File: src/rtl/core/fpsum_pkg.sv
// Types and constants of the four-way half-precision sum pipeline.
package fpsum_pkg;

    localparam int ACC_W = 45;          // signed count of 2^-24 units
    localparam int STAGES = 9;          // register stages, output included
    localparam int LEN_W = 6;           // holds bit lengths up to ACC_W
    localparam int SUM_NBITS = 24;      // single-precision significand
    localparam int HALF_NBITS = 11;     // half-precision significand
    localparam logic [15:0] DEFAULT_NAN = 16'hFE00;
    localparam logic [15:0] QUIET_BIT = 16'h0200;

    typedef logic signed [ACC_W-1:0] acc_t;

    typedef struct packed {
        logic        is_special;        // running sum is infinite or NaN
        logic [15:0] special;           // result bits when is_special
        acc_t        acc;
        acc_t        p1;
        acc_t        p2;
        acc_t        p3;
    } stage_t;

endpackage

File: src/rtl/core/fp16_four_way_sum.sv
// Top level: nine-stage pipeline summing four binary16 parts in single precision.
//
//  channel | ports                          | role
//  s_      | s_valid s_ready s_part_0..3    | four binary16 parts per beat
//  m_      | m_valid m_ready m_merged_sum   | binary16 sum per beat
//
// One beat per cycle sustained while m_ready stays high.
// Stages: decode, then add/round for each of parts 1..3, round to 11 bits, pack.
// Each stage holds only when it is full and the one after it holds, so bubbles
// fill while m_ready is low. Synchronous active-low reset empties the pipe.
module fp16_four_way_sum (
    input  logic        aclk,
    input  logic        aresetn,
    input  logic        s_valid,
    output logic        s_ready,
    input  logic [15:0] s_part_0,
    input  logic [15:0] s_part_1,
    input  logic [15:0] s_part_2,
    input  logic [15:0] s_part_3,
    output logic        m_valid,
    input  logic        m_ready,
    output logic [15:0] m_merged_sum
);
    import fpsum_pkg::*;

    logic [STAGES:1] valid_reg;
    logic [STAGES:1] valid_next;
    logic [STAGES+1:1] rdy;
    stage_t          st_reg   [1:STAGES-1];
    stage_t          st_next  [1:STAGES-1];
    logic [15:0]     out_reg;
    logic [15:0]     out_next;
    stage_t          dec;
    acc_t            rnd3, rnd5, rnd7, rnd8;
    logic [15:0]     packed_bits;

    fpsum_decode u_decode (
        .part_0 (s_part_0),
        .part_1 (s_part_1),
        .part_2 (s_part_2),
        .part_3 (s_part_3),
        .dec    (dec)
    );

    fpsum_round #(.NBITS(SUM_NBITS))  u_round3 (.din(st_reg[2].acc), .dout(rnd3));
    fpsum_round #(.NBITS(SUM_NBITS))  u_round5 (.din(st_reg[4].acc), .dout(rnd5));
    fpsum_round #(.NBITS(SUM_NBITS))  u_round7 (.din(st_reg[6].acc), .dout(rnd7));
    fpsum_round #(.NBITS(HALF_NBITS)) u_round8 (.din(st_reg[7].acc), .dout(rnd8));

    fpsum_pack u_pack (.din(st_reg[8].acc), .half_bits(packed_bits));

    // a stage may load when empty or when its content moves on
    always_comb begin
        rdy[STAGES+1] = m_ready;
        for (int k = STAGES; k >= 1; k--) begin
            rdy[k] = !valid_reg[k] || rdy[k+1];
        end
    end

    assign s_ready = rdy[1];

    always_comb begin
        valid_next[1] = s_valid;
        for (int k = 2; k <= STAGES; k++) begin
            valid_next[k] = valid_reg[k-1];
        end
        st_next[1] = dec;
        st_next[2] = st_reg[1];
        st_next[2].acc = st_reg[1].acc + st_reg[1].p1;
        st_next[3] = st_reg[2];
        st_next[3].acc = rnd3;
        st_next[4] = st_reg[3];
        st_next[4].acc = st_reg[3].acc + st_reg[3].p2;
        st_next[5] = st_reg[4];
        st_next[5].acc = rnd5;
        st_next[6] = st_reg[5];
        st_next[6].acc = st_reg[5].acc + st_reg[5].p3;
        st_next[7] = st_reg[6];
        st_next[7].acc = rnd7;
        st_next[8] = st_reg[7];
        st_next[8].acc = rnd8;
        out_next = st_reg[8].is_special ? st_reg[8].special : packed_bits;
    end

    always_ff @(posedge aclk) begin
        for (int k = 1; k <= STAGES; k++) begin
            if (!aresetn) begin
                valid_reg[k] <= 1'b0;
            end else if (rdy[k]) begin
                valid_reg[k] <= valid_next[k];
            end
        end
    end

    always_ff @(posedge aclk) begin
        for (int k = 1; k < STAGES; k++) begin
            if (rdy[k]) begin
                st_reg[k] <= st_next[k];
            end
        end
        if (rdy[STAGES]) begin
            out_reg <= out_next;
        end
    end

    assign m_valid = valid_reg[STAGES];
    assign m_merged_sum = out_reg;

endmodule

File: src/rtl/core/fpsum_decode.sv
// Widens four half-precision parts to fixed point and folds the special cases.
module fpsum_decode (
    input  logic [15:0]      part_0,
    input  logic [15:0]      part_1,
    input  logic [15:0]      part_2,
    input  logic [15:0]      part_3,
    output fpsum_pkg::stage_t dec
);
    import fpsum_pkg::*;

    logic [15:0] parts [4];
    acc_t        units [4];

    always_comb begin
        logic [4:0]       e;
        logic [9:0]       f;
        logic [ACC_W-1:0] mag;
        logic             is_nan;
        logic             is_inf;
        logic [15:0]      spec;
        parts[0] = part_0;
        parts[1] = part_1;
        parts[2] = part_2;
        parts[3] = part_3;
        is_nan = 1'b0;
        is_inf = 1'b0;
        spec = '0;
        for (int i = 0; i < 4; i++) begin
            e = parts[i][14:10];
            f = parts[i][9:0];
            if (e == 5'd0) begin
                mag = ACC_W'(f);
            end else begin
                mag = ACC_W'({1'b1, f}) << (e - 5'd1);
            end
            units[i] = parts[i][15] ? -acc_t'(mag) : acc_t'(mag);
            // first NaN wins; opposite infinities make the default NaN
            if (!is_nan && e == 5'd31) begin
                if (f != 10'd0) begin
                    is_nan = 1'b1;
                    spec = parts[i] | QUIET_BIT;
                end else if (is_inf && spec != parts[i]) begin
                    is_nan = 1'b1;
                    spec = DEFAULT_NAN;
                end else begin
                    is_inf = 1'b1;
                    spec = parts[i];
                end
            end
        end
        dec.is_special = is_nan | is_inf;
        dec.special = spec;
        dec.acc = units[0];
        dec.p1 = units[1];
        dec.p2 = units[2];
        dec.p3 = units[3];
    end

endmodule

File: src/rtl/core/fpsum_round.sv
// Rounds a signed fixed-point value to a number of significant bits, nearest even.
module fpsum_round #(
    parameter int NBITS = 24
) (
    input  logic signed [fpsum_pkg::ACC_W-1:0] din,
    output logic signed [fpsum_pkg::ACC_W-1:0] dout
);
    import fpsum_pkg::*;

    always_comb begin
        logic [ACC_W-1:0] mag;
        logic [ACC_W-1:0] mask;
        logic [ACC_W-1:0] half;
        logic [ACC_W-1:0] rem;
        logic [ACC_W-1:0] res;
        logic [LEN_W-1:0] len;
        logic [LEN_W-1:0] s;
        logic             up;
        mag = din[ACC_W-1] ? ACC_W'(-din) : ACC_W'(din);
        len = '0;
        for (int i = 0; i < ACC_W; i++) begin
            if (mag[i]) len = LEN_W'(i + 1);
        end
        s = (len > LEN_W'(NBITS)) ? len - LEN_W'(NBITS) : '0;
        mask = (ACC_W'(1) << s) - ACC_W'(1);
        half = (s == '0) ? '0 : ACC_W'(1) << (s - LEN_W'(1));
        rem = mag & mask;
        up = (s != '0) && ((rem > half) || ((rem == half) && ((mag >> s) & ACC_W'(1)) != '0));
        res = (mag & ~mask) + (up ? (ACC_W'(1) << s) : '0);
        dout = din[ACC_W-1] ? -acc_t'(res) : acc_t'(res);
    end

endmodule

File: src/rtl/core/fpsum_pack.sv
// Packs a value already rounded to eleven significant bits into binary16 bits.
module fpsum_pack (
    input  logic signed [fpsum_pkg::ACC_W-1:0] din,
    output logic [15:0]                        half_bits
);
    import fpsum_pkg::*;

    always_comb begin
        logic [ACC_W-1:0] mag;
        logic [ACC_W-1:0] r;
        logic [LEN_W-1:0] len;
        logic [LEN_W-1:0] s;
        logic [LEN_W-1:0] e;
        logic             sign;
        sign = din[ACC_W-1];
        mag = sign ? ACC_W'(-din) : ACC_W'(din);
        len = '0;
        for (int i = 0; i < ACC_W; i++) begin
            if (mag[i]) len = LEN_W'(i + 1);
        end
        s = (len > LEN_W'(HALF_NBITS)) ? len - LEN_W'(HALF_NBITS) : '0;
        r = mag >> s;
        e = s + LEN_W'(1);
        if (mag < ACC_W'(2048)) begin
            half_bits = {sign, 4'd0, mag[10:0]};
        end else if (e >= LEN_W'(31)) begin
            half_bits = {sign, 15'h7C00};
        end else begin
            half_bits = {sign, e[4:0], r[9:0]};
        end
    end

endmodule

File: config.mk
export PLATFORM = sky130hd
export DESIGN_NAME = fp16_four_way_sum
export DESIGN_NICKNAME = d
export VERILOG_FILES = /design/src/rtl/core/fpsum_pkg.sv /design/src/rtl/core/fp16_four_way_sum.sv /design/src/rtl/core/fpsum_decode.sv /design/src/rtl/core/fpsum_round.sv /design/src/rtl/core/fpsum_pack.sv
export SDC_FILE = /design/constraint.sdc
export NUM_CORES = 2
export LEC_CHECK = 0
export BUFFER_PORTS_ARGS = -buffer_cell sky130_fd_sc_hd__clkbuf_2
export CORE_MARGIN = 2
export CORE_UTILIZATION = 55
export CTS_CLUSTER_SIZE = 24
export DETAILED_ROUTE_END_ITERATION = 10
export PLACE_DENSITY = 0.83
export SLEW_MARGIN = 20
export SYNTH_ARGS = -nofsm -noshare
export SYNTH_HDL_FRONTEND = slang
export SYNTH_SLANG_ARGS = --single-unit
export TNS_END_PERCENT = 20
File: constraint.sdc
create_clock -name aclk -period 15.9 [get_ports aclk]
set_clock_uncertainty 0.15 [all_clocks]
set_input_delay 3.18 -clock aclk [delete_from_list [all_inputs] [get_ports aclk]]
set_output_delay 3.18 -clock aclk [all_outputs]
set_load 0.02 [all_outputs]
==> run summary <==
The initial utilization of the core area, before any placement, comes to 55.3%. The critical path contains buffers and inverters numbering 2 combined. The share of synthesized area in the top cell type comes to 33.2%. Achievable clock frequency: 0.0658 GHz. The max capacitance violation total was 0.

Area of the mapped netlist: 82800 sq um. The startpoint of the lowest-slack hold path is st_reg[0][480]. The mean number of vias per cell is 6.64, and the total number of yosys warnings is 0. The floorplan step defined a core boundary enclosing 150000 sq um. The logs give 86 for the I/O pin total and 92 for the maximum number of pins on one net before global-route repair. After synthesis, the share of flip-flops with an asynchronous set or reset is 0%. The number of flip-flops and latches in the synthesized netlist was 926; the max-slew headroom at the worst pin was 25.8%. Grouping stages by cell kind, the critical path spends the most delay in simple AND/OR/NAND/NOR gates. The number of enable-type register cells in the synthesized netlist was 917. The worst register-to-register path has a setup slack of 0.70 ns. The flow ran to the end, and the final reports show no timing, DRC or antenna violations. The number of port buffers was 85. On the worst path, the slowest cell contributes a delay of 0.71 ns. Dividing the detail-routed wire length by the instance count gives 23.7 um. The area of combinational cells with multiple inputs was 52900 sq um; the via count of the first global-routing pass was 71.7k. Row generation in the floorplan step produced 142 rows. The startpoint of the lowest-slack register-to-register path is st_reg[0][541].

Critical path launch point type: a register. TritonCTS built the clock tree. The number of flip-flops under the largest register name was 901. On the critical path, the stage with the largest delay is an instance of sky130_fd_sc_hd__or4_1. The tools report the root cell of the clock tree as sky130_fd_sc_hd__clkbuf_16. The storage element area was 27700 sq um; the initial antenna violation count was 10.

The H-tree was split into 3 levels. Sequential elements use 33.5% of the synthesized area. The first detailed-routing pass took 10 iterations. Final estimated routing congestion in global placement: 1.02.

A synthesized cell averages 8.70 sq um. The total overflow left after global routing is 0. Leading register cell type out of synthesis: sky130_fd_sc_hd__edfxtp_1.

At the end of the flow the core is filled with cells to 59.5%. Of all cell types, the one taking the most synthesized area is sky130_fd_sc_hd__edfxtp_1. By count the netlist is led by sky130_fd_sc_hd__nor2_1, sky130_fd_sc_hd__nand2_1, sky130_fd_sc_hd__edfxtp_1. The number of buffers created by CTS is 96.

The area growth from synthesis to layout is 7.49%. For the global-route wire length before repair, the log shows 420000 um. The global router's overall resource usage was 34.8%. The final layout contains 10.1k nets. The first routing iteration left 9581 violations.

The logs give 0 for the final max-slew violation count and 0 for the DRC violations left. The most used standard cell by instance count after synthesis is sky130_fd_sc_hd__nor2_1. The critical-path maximum fanout is 36. The final critical delay including setup and external delays is 15.20 ns, and the antenna violation net count after detailed routing is 0.

The number of different library cells used by synthesis comes to 116. The logs give 275000 um for the routed wire length and 12.9k for the final-layout fill cell count. The data required time at the worst endpoint was 16.16 ns.

The worst register-to-register path ends at st_reg[0][767]. After legalization and detailed placement, the total HPWL measured 216000 um. Clock-pin slew was measured on the worst setup and hold paths at 0.06 ns.

In the final timing run, aggregate negative setup slack is 0 ns. Share of the cycle needed by the critical path after routing: 95.6%. The worst setup path is captured at a register. For the worst flop-to-flop path, the logic depth is 50. No sink is reached through more buffers than the 3 on the longest clock path.

For hold timing, the worst endpoint is st_reg[0][677]. The tools report the hold violation count in the final report as 0. CTS saw 926 sinks. Setup violations remaining at the end of the flow were counted as 0. In the final layout, the share of cells above drive strength 1 is 7.42%.

Sorting the synthesized cells by area gives the leading types as sky130_fd_sc_hd__edfxtp_1, sky130_fd_sc_hd__ha_1, sky130_fd_sc_hd__xnor2_1, sky130_fd_sc_hd__nor2_1, sky130_fd_sc_hd__nand2_1. The die covers 154000 sq um. The run gives 15.45 ns as the arrival time of the worst setup path. In the synthesized netlist, the number of instances is 9523. The slew at the pin closest to its max-slew limit was 1.11 ns.

The path class of the tightest hold or removal check is register to register. The worst hold path passes through 0 cells. The critical path in this run is classified as register to register. The die extent in x came out at 392 um. Measured along the y axis, the die boundary spans 392 um.

For the source-to-sink clock delay at the later pin of the worst-skew pair, the log shows 0.72 ns. Hold repair after CTS inserted 0 buffers. The routed layout has 77.2k vias.
[kinds of logic (layout without fill, tap and decap cells)]
logic type | Yosys count | count (layout) | share of synthesized area (%)
and+or+nand+nor | 3743 | 3743 | 22.3
AOI/OAI and AO/OA | 2500 | 2500 | 19.9
DFF | 926 | 926 | 33.5
xor gates and xnor gates | 923 | 923 | 9.77
buffers and inverters | 653 | 707 | 3.03
adders and majority gates | 535 | 535 | 8.14
muxes | 241 | 241 | 3.39
other | 2 | 21 | 0.00907
[timing repair]
item / in CTS / in global routing
gates resized for setup: 0 / 13
setup endpoints to repair: 0 / 31
buffers inserted: 0 / 4
[per-stage QoR]
stage / worst slack, ns / std cells / instance area (sq um) / hold slack, ns
after CTS: 0.295 / 11600 / 88900 / 0.224
after global placement: 0.407 / 11400 / 85900 / 0.250
after global routing: -0.0586 / 11600 / 89100 / 0.253
after detailed placement: 0.358 / 11400 / 85900 / 0.255
final: 0.704 / 11600 / 89100 / 0.240
after floorplan: 2.47 / 9537 / 82900 / 0.250
[worst max-delay path by stage]
stage | cells after the start | to | from | slack, ns
finish | 50 | st_reg[0][767] | st_reg[0][541] | 0.70
global route | 45 | st_reg[0][1558] | st_reg[0][1336] | -0.06
CTS | 51 | st_reg[0][1558] | st_reg[0][1317] | 0.29
detailed placement | 49 | st_reg[0][1558] | st_reg[0][1317] | 0.36
global placement | 49 | st_reg[0][1558] | st_reg[0][1317] | 0.41
floorplan | 60 | st_reg[0][1748] | st_reg[0][1514] | 2.47
[area by class of cell]
type                    count  share of cell area (%)
repair buffers            283                    2.17
clock buffers             113                    2.79
inverters                 248                    1.05
diodes                      5                  0.0140
multi-input cells        7958                    59.4
well taps                2016                    2.83
clock inverters            63                   0.656
flip-flops and latches    926                    31.1
[worst reg2reg max path: cells and delay by family, from the launching register on]
family,cells,cell delay [ns]
fa+ha+maj,4,1.27
buf+inv,2,0.40
flops,1,0.52
xor+xnor,3,0.53
compound gates,18,4.79
simple gates,23,7.27
[layer usage]
| metal | routed length [um] | up-vias | track usage (%) |
|---|---|---|---|
| li1 | - | 35500 | - |
| met1 | 113000 | 36800 | 47.5 |
| met2 | 123000 | 4221 | 54.9 |
| met3 | 27600 | 677 | 6.05 |
| met4 | 11900 | 4 | 13.4 |
| met5 | 31 | - | 0 |
[placed cells by master, fill, tap and decap left out, types with 28 or more instances in the layout]
cell type / synthesis / layout
sky130_fd_sc_hd__a21oi_1: 568 / 567
sky130_fd_sc_hd__a21o_1: 221 / 221
sky130_fd_sc_hd__nand2b_1: 142 / 142
sky130_fd_sc_hd__nand2_1: 945 / 942
sky130_fd_sc_hd__ha_1: 527 / 527
sky130_fd_sc_hd__a22oi_1: 36 / 36
sky130_fd_sc_hd__o21a_1: 104 / 104
sky130_fd_sc_hd__mux2_2: 39 / 39
sky130_fd_sc_hd__clkbuf_2: 3 / 84
sky130_fd_sc_hd__edfxtp_1: 917 / 917
sky130_fd_sc_hd__nor2b_1: 169 / 169
sky130_fd_sc_hd__xnor2_1: 591 / 590
sky130_fd_sc_hd__o21ai_0: 583 / 582
sky130_fd_sc_hd__or3_1: 125 / 125
sky130_fd_sc_hd__o31ai_1: 144 / 143
sky130_fd_sc_hd__nor4_1: 130 / 126
sky130_fd_sc_hd__buf_4: 1 / 196
sky130_fd_sc_hd__and2_1: 114 / 114
sky130_fd_sc_hd__or2_2: 107 / 107
sky130_fd_sc_hd__inv_1: 243 / 239
sky130_fd_sc_hd__nand3b_1: 40 / 40
sky130_fd_sc_hd__and3_1: 85 / 85
sky130_fd_sc_hd__mux4_2: 28 / 28
sky130_fd_sc_hd__or4_1: 47 / 47
sky130_fd_sc_hd__a211oi_1: 64 / 63
sky130_fd_sc_hd__a21boi_0: 36 / 36
sky130_fd_sc_hd__clkbuf_16: 0 / 97
sky130_fd_sc_hd__o22ai_1: 42 / 42
sky130_fd_sc_hd__a31oi_1: 118 / 117
sky130_fd_sc_hd__xor2_1: 331 / 330
sky130_fd_sc_hd__o211ai_1: 77 / 77
sky130_fd_sc_hd__a41oi_1: 34 / 34
sky130_fd_sc_hd__nand3_1: 273 / 272
sky130_fd_sc_hd__nand4_1: 159 / 159
sky130_fd_sc_hd__mux2i_1: 174 / 172
sky130_fd_sc_hd__nor2_1: 1013 / 1011
sky130_fd_sc_hd__nor3_1: 245 / 245
sky130_fd_sc_hd__o41ai_1: 67 / 65
sky130_fd_sc_hd__o21bai_1: 46 / 46
Power is left out: the tool's default activity adds up to more than one toggle a clock period on the data nets, which glitch-free logic cannot reach.
